--- src/fac_pkg.sv ---
`timescale 1ns / 1ps
// ----------------------------------------------------------------------------
// fac_pkg
// Shared types and constants for the frustum box cull core.
// ----------------------------------------------------------------------------
package fac_pkg;

  localparam int DATA_W    = 32;              // Q16.16 element / coordinate
  localparam int FRAC_BITS = 16;
  localparam int NORM_W    = DATA_W + 1;      // exact sum/difference of two elements
  localparam int PROD_W    = NORM_W + DATA_W; // exact product
  localparam int ACC_W     = PROD_W + 3;      // three products plus offset, no overflow

  localparam int PLANE_COUNT = 6;
  localparam int PLANE_W     = $clog2(PLANE_COUNT);
  localparam int AXES        = 3;

  // stream widths, padded to whole bytes
  localparam int IDX_W       = 4;
  localparam int IN_RAW_W    = IDX_W + DATA_W + 6 * DATA_W;
  localparam int IN_DATA_W   = ((IN_RAW_W + 7) / 8) * 8;
  localparam int OUT_DATA_W  = 8;

  typedef logic signed [DATA_W-1:0] fac_word_t;

  // request kinds carried on tuser
  localparam logic OP_LOAD = 1'b0;
  localparam logic OP_TEST = 1'b1;

  // column 3 of the clip matrix holds the plane offsets
  localparam logic [1:0] COL_OFFSET = 2'd3;
  localparam logic [1:0] ROW_W_IDX  = 2'd3;
  localparam logic [PLANE_W-1:0] LAST_PLANE = PLANE_W'(PLANE_COUNT - 1);

  // offset term goes through the multiplier scaled by 2^FRAC_BITS
  localparam fac_word_t UNIT_Q = DATA_W'(1) << FRAC_BITS;

  typedef enum logic [2:0] {
    ST_IDLE   = 3'b001,
    ST_RUN    = 3'b010,
    ST_FINISH = 3'b100
  } fac_state_t;

  typedef struct packed {
    logic       start;  // new test accepted, clear the cull flag
    logic       issue;  // one term enters the pipeline
    logic [1:0] col;    // matrix column (axis, or offset column)
    logic [1:0] row;    // matrix row paired with row 3
    logic       minus;  // row 3 minus row, else plus
    logic       first;  // first term of a plane
    logic       last;   // last term of a plane
  } fac_ctrl_t;

endpackage

--- src/fac_matrix.sv ---
`timescale 1ns / 1ps
// ----------------------------------------------------------------------------
// fac_matrix
// Clip matrix store; row 3 kept apart so both plane operands read at once.
// ----------------------------------------------------------------------------
module fac_matrix (
  input  logic                clk,
  input  logic                rst_n,
  input  logic                wr_en,
  input  logic [3:0]          wr_idx,   // column*4 + row
  input  fac_pkg::fac_word_t  wr_data,
  input  logic [1:0]          rd_col,
  input  logic [1:0]          rd_row,   // 0..2
  output fac_pkg::fac_word_t  rd_w,     // element (col, 3)
  output fac_pkg::fac_word_t  rd_r      // element (col, row)
);
  import fac_pkg::*;

  fac_word_t w_r [4];
  fac_word_t e_r [4][3];

  logic [1:0] wr_col;
  logic [1:0] wr_row;

  assign wr_col = wr_idx[3:2];
  assign wr_row = wr_idx[1:0];

  always_ff @(posedge clk) begin
    if (!rst_n) begin
      for (int c = 0; c < 4; c++) begin
        w_r[c] <= '0;
        for (int r = 0; r < 3; r++) begin
          e_r[c][r] <= '0;
        end
      end
    end else if (wr_en) begin
      if (wr_row == ROW_W_IDX) begin
        w_r[wr_col] <= wr_data;
      end else begin
        e_r[wr_col][wr_row] <= wr_data;
      end
    end
  end

  assign rd_w = w_r[rd_col];
  assign rd_r = e_r[rd_col][rd_row];

endmodule

--- src/fac_seq.sv ---
`timescale 1ns / 1ps
// ----------------------------------------------------------------------------
// fac_seq
// Sequencer: walks six planes by four terms through the shared MAC.
// ----------------------------------------------------------------------------
module fac_seq (
  input  logic               clk,
  input  logic               rst_n,
  input  logic               start,     // test request accepted
  input  logic               mac_busy,
  input  logic               out_free,
  output logic               in_ready,
  output logic               finish,    // load result register
  output fac_pkg::fac_ctrl_t ctrl
);
  import fac_pkg::*;

  fac_state_t         state_r, state_nxt;
  logic [PLANE_W-1:0] plane_r, plane_nxt;
  logic [1:0]         col_r, col_nxt;

  always_comb begin
    state_nxt  = state_r;
    plane_nxt  = plane_r;
    col_nxt    = col_r;
    finish     = 1'b0;
    ctrl       = '0;
    ctrl.start = start;
    ctrl.col   = col_r;
    ctrl.row   = plane_r[PLANE_W-1:1];
    ctrl.minus = plane_r[0];
    ctrl.first = (col_r == 2'd0);
    ctrl.last  = (col_r == COL_OFFSET);
    unique case (state_r)
      ST_IDLE: begin
        if (start) begin
          state_nxt = ST_RUN;
          plane_nxt = '0;
          col_nxt   = '0;
        end
      end
      ST_RUN: begin
        ctrl.issue = 1'b1;
        col_nxt    = col_r + 2'd1;
        if (col_r == COL_OFFSET) begin
          plane_nxt = plane_r + PLANE_W'(1);
          if (plane_r == LAST_PLANE) begin
            state_nxt = ST_FINISH;
          end
        end
      end
      ST_FINISH: begin
        if (!mac_busy && out_free) begin
          finish    = 1'b1;
          state_nxt = ST_IDLE;
        end
      end
      default: state_nxt = ST_IDLE;
    endcase
  end

  always_ff @(posedge clk) begin
    if (!rst_n) begin
      state_r <= ST_IDLE;
      plane_r <= '0;
      col_r   <= '0;
    end else begin
      state_r <= state_nxt;
      plane_r <= plane_nxt;
      col_r   <= col_nxt;
    end
  end

  assign in_ready = (state_r == ST_IDLE);

endmodule

--- src/fac_mac.sv ---
`timescale 1ns / 1ps
// ----------------------------------------------------------------------------
// fac_mac
// Shared plane unit: form normal, pick vertex, multiply, accumulate, sign test.
// ----------------------------------------------------------------------------
module fac_mac (
  input  logic               clk,
  input  logic               rst_n,
  input  fac_pkg::fac_ctrl_t ctrl,
  input  fac_pkg::fac_word_t rd_w,
  input  fac_pkg::fac_word_t rd_r,
  input  fac_pkg::fac_word_t box_min [3],
  input  fac_pkg::fac_word_t box_max [3],
  output logic               busy,
  output logic               visible
);
  import fac_pkg::*;

  // stage 1: normal component (or offset) and its multiplicand
  logic signed [NORM_W-1:0] n_nxt, n_r;
  fac_word_t                b_nxt, b_r;
  logic                     v1_r, first1_r, last1_r;
  // stage 2: product
  logic signed [PROD_W-1:0] prod_nxt, prod_r;
  logic                     v2_r, first2_r, last2_r;
  // stage 3: accumulator
  logic signed [ACC_W-1:0]  acc_nxt, acc_r;
  logic                     cull_r;

  always_comb begin
    if (ctrl.minus) begin
      n_nxt = NORM_W'(rd_w) - NORM_W'(rd_r);
    end else begin
      n_nxt = NORM_W'(rd_w) + NORM_W'(rd_r);
    end
    // positive vertex: max corner where the normal is >= 0
    if (ctrl.col == COL_OFFSET) begin
      b_nxt = UNIT_Q;
    end else if (n_nxt[NORM_W-1]) begin
      b_nxt = box_min[ctrl.col];
    end else begin
      b_nxt = box_max[ctrl.col];
    end
  end

  assign prod_nxt = PROD_W'(n_r) * PROD_W'(b_r);
  assign acc_nxt  = (first2_r ? ACC_W'(0) : acc_r) + ACC_W'(prod_r);

  always_ff @(posedge clk) begin
    n_r    <= n_nxt;
    b_r    <= b_nxt;
    prod_r <= prod_nxt;
    if (v2_r) begin
      acc_r <= acc_nxt;
    end
  end

  always_ff @(posedge clk) begin
    if (!rst_n) begin
      v1_r     <= 1'b0;
      first1_r <= 1'b0;
      last1_r  <= 1'b0;
      v2_r     <= 1'b0;
      first2_r <= 1'b0;
      last2_r  <= 1'b0;
      cull_r   <= 1'b0;
    end else begin
      v1_r     <= ctrl.issue;
      first1_r <= ctrl.first;
      last1_r  <= ctrl.last;
      v2_r     <= v1_r;
      first2_r <= first1_r;
      last2_r  <= last1_r;
      if (ctrl.start) begin
        cull_r <= 1'b0;
      end else if (v2_r && last2_r && acc_nxt[ACC_W-1]) begin
        cull_r <= 1'b1;
      end
    end
  end

  assign busy    = v1_r | v2_r;
  assign visible = ~cull_r;

endmodule

--- src/frustum_aabb_cull_core.sv ---
`timescale 1ns / 1ps
// ----------------------------------------------------------------------------
// frustum_aabb_cull_core
// View-frustum cull of axis-aligned boxes against a loaded 4x4 clip matrix.
// ----------------------------------------------------------------------------
// Load request: written to the clip matrix on accept, no result; loads may stream back to back.
// Test request: result registered once the MAC has drained and the output is free;
//   next request taken only after that, so tests run one at a time through the single 33x32
//   multiplier issuing 24 terms (6 planes x 3 axes + offset).
// Result register frees the input side: a pending result does not stall loads.
// Reset (rst_n low, synchronous): clip matrix zeroed (all boxes visible),
//   sequencer idle, output empty.
// ----------------------------------------------------------------------------
module frustum_aabb_cull_core (
  input  logic                             clk,
  input  logic                             rst_n,
  input  logic                             in_tvalid,
  output logic                             in_tready,
  // tdata, low bit up: element_index[3:0], element_value[31:0],
  //   box_min_x, box_min_y, box_min_z, box_max_x, box_max_y, box_max_z
  //   (32 bits each), zero pad
  input  logic [fac_pkg::IN_DATA_W-1:0]    in_tdata,
  // tuser: opcode (0 load element, 1 test box)
  input  logic                             in_tuser,
  output logic                             out_tvalid,
  input  logic                             out_tready,
  // tdata, low bit up: visible, zero pad
  output logic [fac_pkg::OUT_DATA_W-1:0]   out_tdata
);
  import fac_pkg::*;

  // field offsets within in_tdata
  localparam int VAL_LO = IDX_W;
  localparam int BOX_LO = IDX_W + DATA_W;

  logic       in_acc;
  logic       do_load;
  logic       do_test;

  fac_word_t  box_min_r [3];
  fac_word_t  box_max_r [3];

  fac_ctrl_t  ctrl;
  fac_word_t  rd_w;
  fac_word_t  rd_r;
  logic       mac_busy;
  logic       mac_visible;
  logic       finish;
  logic       out_free;

  logic       out_tvalid_r;
  logic       visible_r;

  assign in_acc  = in_tvalid & in_tready;
  assign do_load = in_acc & (in_tuser == OP_LOAD);
  assign do_test = in_acc & (in_tuser == OP_TEST);

  // box corners held for the whole test
  always_ff @(posedge clk) begin
    if (do_test) begin
      for (int a = 0; a < AXES; a++) begin
        box_min_r[a] <= in_tdata[BOX_LO + a*DATA_W +: DATA_W];
        box_max_r[a] <= in_tdata[BOX_LO + (AXES + a)*DATA_W +: DATA_W];
      end
    end
  end

  fac_matrix u_matrix (
    .clk     (clk),
    .rst_n   (rst_n),
    .wr_en   (do_load),
    .wr_idx  (in_tdata[IDX_W-1:0]),
    .wr_data (in_tdata[VAL_LO +: DATA_W]),
    .rd_col  (ctrl.col),
    .rd_row  (ctrl.row),
    .rd_w    (rd_w),
    .rd_r    (rd_r)
  );

  fac_seq u_seq (
    .clk      (clk),
    .rst_n    (rst_n),
    .start    (do_test),
    .mac_busy (mac_busy),
    .out_free (out_free),
    .in_ready (in_tready),
    .finish   (finish),
    .ctrl     (ctrl)
  );

  fac_mac u_mac (
    .clk     (clk),
    .rst_n   (rst_n),
    .ctrl    (ctrl),
    .rd_w    (rd_w),
    .rd_r    (rd_r),
    .box_min (box_min_r),
    .box_max (box_max_r),
    .busy    (mac_busy),
    .visible (mac_visible)
  );

  // output register: empty or being taken this cycle
  assign out_free = ~out_tvalid_r | out_tready;

  always_ff @(posedge clk) begin
    if (!rst_n) begin
      out_tvalid_r <= 1'b0;
    end else if (finish) begin
      out_tvalid_r <= 1'b1;
    end else if (out_tready) begin
      out_tvalid_r <= 1'b0;
    end
  end

  always_ff @(posedge clk) begin
    if (finish) begin
      visible_r <= mac_visible;
    end
  end

  assign out_tvalid = out_tvalid_r;
  assign out_tdata  = OUT_DATA_W'(visible_r);

endmodule

--- config.mk ---
export PLATFORM = sky130hd
export DESIGN_NAME = frustum_aabb_cull_core
export DESIGN_NICKNAME = d
export VERILOG_FILES = /design/src/fac_pkg.sv /design/src/fac_matrix.sv /design/src/fac_seq.sv /design/src/fac_mac.sv /design/src/frustum_aabb_cull_core.sv
export SDC_FILE = /design/constraint.sdc
export NUM_CORES = 2
export LEC_CHECK = 0
export ABC_AREA = 1
export BUFFER_PORTS_ARGS = -buffer_cell sky130_fd_sc_hd__clkbuf_2
export CAP_MARGIN = 20
export CORE_ASPECT_RATIO = 1.5
export CORE_MARGIN = 2
export CORE_UTILIZATION = 35
export CTS_CLUSTER_SIZE = 40
export DETAILED_ROUTE_END_ITERATION = 12
export PLACE_DENSITY = 0.48
export SYNTH_ARGS = -nofsm -noshare
export SYNTH_HDL_FRONTEND = slang
export SYNTH_SLANG_ARGS = --single-unit
--- constraint.sdc ---
create_clock -name clk -period 15.95 [get_ports clk]
set_input_delay 4.785 -clock clk [delete_from_list [all_inputs] [get_ports clk]]
set_output_delay 4.785 -clock clk [all_outputs]
set_load 0.01 [all_outputs]
# Word level (Yosys, flattened, before mapping)
# Memory sizes are Yosys's and may differ from the RTL's. A register that Yosys moved wholly into a read port is not among the register bits.
# Cells that the tools add are included.
# Widths: inputs -> output; s select.
totals:
  regBits: 407
  ram_bits: 512
  inputBits: 237
  word_cells: 118
  mem_count: 2
mem_list:
  columns: ["memory", "words", "width", "rd", "rd_clocked_by_memory_dff", "write_ports", "line_no", "text"]
  rows:
  - ["u_matrix.e_r", 4, 96, 1, 1, 4, "fac_matrix.sv:20", "fac_word_t e_r [4][3];"]
  - ["u_matrix.w_r", 4, 32, 1, 1, 4, "fac_matrix.sv:19", "fac_word_t w_r [4];"]
op_classes:
  n_addsub: 5
  mul: 1
  order_cmp: 4
  n_eq_ne: 10
  muxes: 48
  n_bitwise: 12
  n_reduce_logical: 14
op_table:
  columns: ["cell", "n"]
  rows:
  - ["$mux 32", 9]
  - ["$mux 96", 3]
  - ["$bmux 32 s2", 3]
  - ["$reduce_or 96->1", 1]
  - ["$add 68x65->68", 1]
  - ["$mux 68", 1]
  - ["$mul 33x32->65", 1]
  - ["$demux 32 s2", 1]
  - ["$add 32x32->33", 1]
  - ["$mux 33", 1]
  - ["$sub 32x32->33", 1]
  - ["$reduce_or 32->1", 1]
  - ["$mux 3", 6]
  - ["$mux 1", 14]
  - ["$mux 2", 7]
  - ["$ge 3x3->1 const B", 3]
  - ["$not 2->3", 3]
  - ["$pmux 3 s3", 1]
  - ["$ne 2x1->1 const B", 4]
  - ["$eq 3x3->1 const B", 2]
  - ["$pmux 3 s2", 1]
  - ["$eq 2x2->1 const B", 2]
  - ["$logic_and 1x1->1", 4]
  - ["$not 1->1", 4]
  - ["15 further kinds", 19]

# Depth between registers and ports, before layout
depth:
  ltp_word: 8
  ltp_mapped: 36
  ltp_nobuf: 31

# Cells and area by module
# A second synthesis with hierarchy kept.
hier_totals:
  cells_unflattened: 9685
  area_unflattened_um2: 83281.1
by_module_without_submodules:
  columns: ["mod", "n_inst", "cells_per_inst", "area_per_inst_um2"]
  rows:
  - ["fac_mac", 1, 6959, 53550.1]
  - ["fac_matrix", 1, 2439, 23301.1]
  - ["frustum_aabb_cull_core", 1, 212, 5920.7]
  - ["fac_seq", 1, 75, 509.2]

# Worst setup path before layout
# Ideal clock, no wire load.
synth_path:
  kind: "input -> register"
  from: "input in_tvalid"
  to: "register u_seq.plane_r[2]"
  arrival_time_ns: 9.768
  slack_ns: 6.124
  path_stages: 11
  n_path_buf: 0
  path_cell_list: "inv_1 nor2_1 nand2_1 inv_1 nor2_1 a21oi_1 inv_1 nor2_1 nand2_1 a21oi_1 o21a_1"
synth_rtl:
  columns: ["element", "line_no", "text"]
  rows:
  - ["start, declared", "frustum_aabb_cull_core.sv:17", "input logic in_tvalid,"]
  - ["end signal, assigned", "fac_seq.sv:69", "plane_r <= plane_nxt;"]
  - ["end, declared", "fac_seq.sv:19", "logic [PLANE_W-1:0] plane_r, plane_nxt;"]

# Final worst setup path
layout_path:
  from: "register u_mac.b_r[5]"
  to: "register u_mac.prod_r[58]"
layout_via:
  elab_chain_cells: 1
layout_rtl:
  columns: ["element", "line_no", "text"]
  rows:
  - ["start, declared", "fac_mac.sv:21", "fac_word_t b_nxt, b_r;"]
  - ["start signal, assigned", "fac_mac.sv:51", "b_r <= b_nxt;"]
  - ["$mul 33x32->65", "fac_mac.sv:46", "assign prod_nxt = PROD_W'(n_r) * PROD_W'(b_r);"]
  - ["via u_mac.prod_nxt[58]", "fac_mac.sv:24", "logic signed [PROD_W-1:0] prod_nxt, prod_r;"]
  - ["end signal, assigned", "fac_mac.sv:52", "prod_r <= prod_nxt;"]
  - ["end, declared", "fac_mac.sv:24", null]
# The timed path passes the listed nets, and every way through them passes these cells.
# A chain may end at the register's enable or synchronous reset.

==> flow_summary.toml <==
[yosys]
synth_top_cell_by_area = "edfxtp_1"
synth_area_mm2 = 0.0817
synth_seq_cells = 921
syn_inst = 9241
synth.avg_cell_area_um2 = 8.84
synth_cell_types = 58
synth_most_common_cell = "inv_1"
yosys_most_used_dff = "edfxtp_1"
ys_warn_count = 0
synthTopCellsByCount = "inv_1 (1,946), nand2_1 (1,784), nor2_1 (1,246), fa_1 (1,114), edfxtp_1 (773)"
ys_top_cells_by_area = "edfxtp_1 (28%), fa_1 (27%), inv_1 (8.9%), nand2_1 (8.2%), nor2_1 (5.7%)"
yosysSeqAreaShare = 0.321
synth_edf_count = 773
synthArstFlopShare = 0
yosysTopAreaCellShare = 0.284

[sta]
min_period_ps = 8980
post-route-period-util = 0.563
fin_skew_ps = 55.6
slew_viol_final = 0
tightest_slew_ps = 1100
rsz0062_at_grt = "false"
setup_tns_ps = 0
fmax_ghz = 0.111
holdWs_ps = 434
fin_ws_ps = 6970
setup_viol = 0
slew_headroom = 0.263
finalHoldViolCount = 0

[setup_path]
ff2ff_path_depth = 23
critPathTopFamily = "adder cells"
r2r-start = "u_mac.b_r[5]"
worstSetupEndpointType = "flop"
worstPathBufferInverterCount = 6
r2r_setup_slack_ps = 6970
slowest_stage = "fa_1"
worst_path_largest_cell_delay_ps = 970
critPathRequiredTime_ps = 16480
crit_path_start_kind = "flop"
crit_type = "flop to flop"
crit_top_cell = "fa_1"
worstPathArrival_ps = 9520
rr_endpoint = "u_mac.prod_r[58]"
cp_cell_sequence = "buf_4, nand2_1, inv_1, fa_1, inv_1, fa_1, inv_1, fa_1, fa_1, inv_1, fa_1, inv_1, fa_1, fa_1, fa_1, ha_1, a21o_1, nor2_1, nand2_1, a221oi_1, o21ai_0, a21oi_1, xnor2_1"
crit_fanout = 33

[clocking]
clk_pin_slew_ps = 80
cts.htree.levels = 3
cts_buffers = 91
clock_latency_ps = 710
cts_root_buffer = "clkbuf_16"
ctsResizeCount = 0
cts_tree = "built"
hold_buffers = 0
cts_max_path_buffers = 3
clock-sinks = 921
cts_setup_buffers = 0

[grt]
grt_max_degree = 122
grtUsageTotal = 0.220
grt_pass1_wl_um = 394000
grt_overflow = 0
antenna_found_initial = 17
grt_pass1_vias = 65156

[finish]
area_growth_pct = 8.99
drive_above_1_share = 0.0608
nNetsFinal = 10866
fin_cells = 12383

[detailed_routing]
vias = 60306
wl_um = 259000
avgViaCountPerCell = 4.87
postRouteAntennaNets = 0
first_iter_violations = 3448
drc_errors = 0
first_pass_iters = 5
routedWlPerCell_um = 20.9

[hold_path]
hold_depth = 2
min_from = "u_mac.v1_r"
min_to = "u_mac.v2_r"
holdCritPathClass = "flop to flop"

[floorplan]
coreArea_mm2 = 0.232
pin_count = 247
rows = 217
die_width_um = 398
chipHeight_um = 596
die_area_mm2 = 0.237
start_util = 0.351

[flow_run]
cap_violations = 0

[placement]
hpwl_um = 193000
port_buffers = 235
gp_congestion = 0.954
dp.cells = 12198
place_ws_ps = 7070

[outcome]
status = "finished, final reports clean"
[routing by layer]
layer	vias up	part of all wire	track usage
met4	2	0.042	0.0905
met1	30498	0.37	0.241
met5	-	0.000050	0
li1	27964	-	-
met3	464	0.031	0.0157
met2	1378	0.56	0.430
[flip-flops by register name (all words and copies together) (netlist names), named ones only]
| register | count |
|---|---|
| u_mac.first2_r | 1 |
| u_matrix.e_r | 384 |
| u_mac.v2_r | 1 |
| u_mac.last1_r | 1 |
| u_matrix.w_r | 128 |
| u_mac.first1_r | 1 |
| u_mac.prod_r | 65 |
| u_mac.b_r | 32 |
| u_seq.col_r | 2 |
| u_seq.plane_r | 3 |
| u_mac.v1_r | 1 |
| u_mac.cull_r | 1 |
| out_tvalid | 1 |
| u_mac.last2_r | 1 |
| u_seq.state_r | 3 |
| u_mac.acc_r | 68 |
| box_max_r | 96 |
| box_min_r | 96 |
| u_mac.n_r | 33 |
| visible_r | 1 |
[worst min-delay path: cells and delay by family (launching register included)]
kind / cells / cell delay, ps
flops: 1 / 310
simple gates: 1 / 60
buf+inv: 1 / 30
[worst max-delay path by stage]
stage / start / to / slack (ps) / depth (start not counted)
final: u_mac.b_r[5] / u_mac.prod_r[58] / 6970 / 23
after global routing: u_mac.b_r[5] / u_mac.prod_r[58] / 6640 / 23
after CTS: u_mac.b_r[5] / u_mac.prod_r[58] / 6970 / 23
after detailed placement: u_mac.b_r[5] / u_mac.prod_r[58] / 7070 / 23
after global placement: u_mac.b_r[5] / u_mac.prod_r[58] / 7030 / 23
after floorplan: in_tvalid / u_seq.plane_r[2] / 6120 / 11
[cells by family after synthesis]
kind of cell / Yosys count / synth area share
XOR/XNOR: 196 / 0.0210
AO/OA/AOI/OAI: 967 / 0.0663
buffers and inverters: 2420 / 0.115
other: 1 / 0.0000459
adder cells (fa/ha/maj): 1404 / 0.318
AND/OR/NAND/NOR: 3332 / 0.160
flip-flops: 921 / 0.321
[stage by stage]
| stage | area [µm²] | utilization |
|---|---|---|
| after global routing | 89000 | 0.383 |
| after detailed placement | 85700 | 0.369 |
| after floorplan | 81700 | - |
| after CTS | 89000 | 0.383 |
| after global placement | 85600 | 0.368 |
| final | 89000 | 0.383 |
[cell type report]
type | count | area (µm²)
diodes | 14 | 35.0
clock buffers | 114 | 2460
clock inverters | 57 | 845
fillers | 23859 | 143000
inverters | 1953 | 7350
multi-input cells | 5906 | 46200
flip-flops and latches | 921 | 26200
well taps | 3066 | 3840
repair buffers | 352 | 2090
[layout by cell type (no fill, tap or decap), types with 142 or more instances in the layout]
master    Yosys  layout
inv_1      1946    1942
nand2_1    1784    1772
nor2_1     1246    1244
fa_1       1114    1114
edfxtp_1    773     773
o21ai_0     391     387
ha_1        290     290
a21oi_1     287     287
clkbuf_2      0     235
nand3_1     202     202
dfxtp_1     148     142
Power is left out: the tool's default activity adds up to more than one toggle a clock period on the data nets, which glitch-free logic cannot reach.
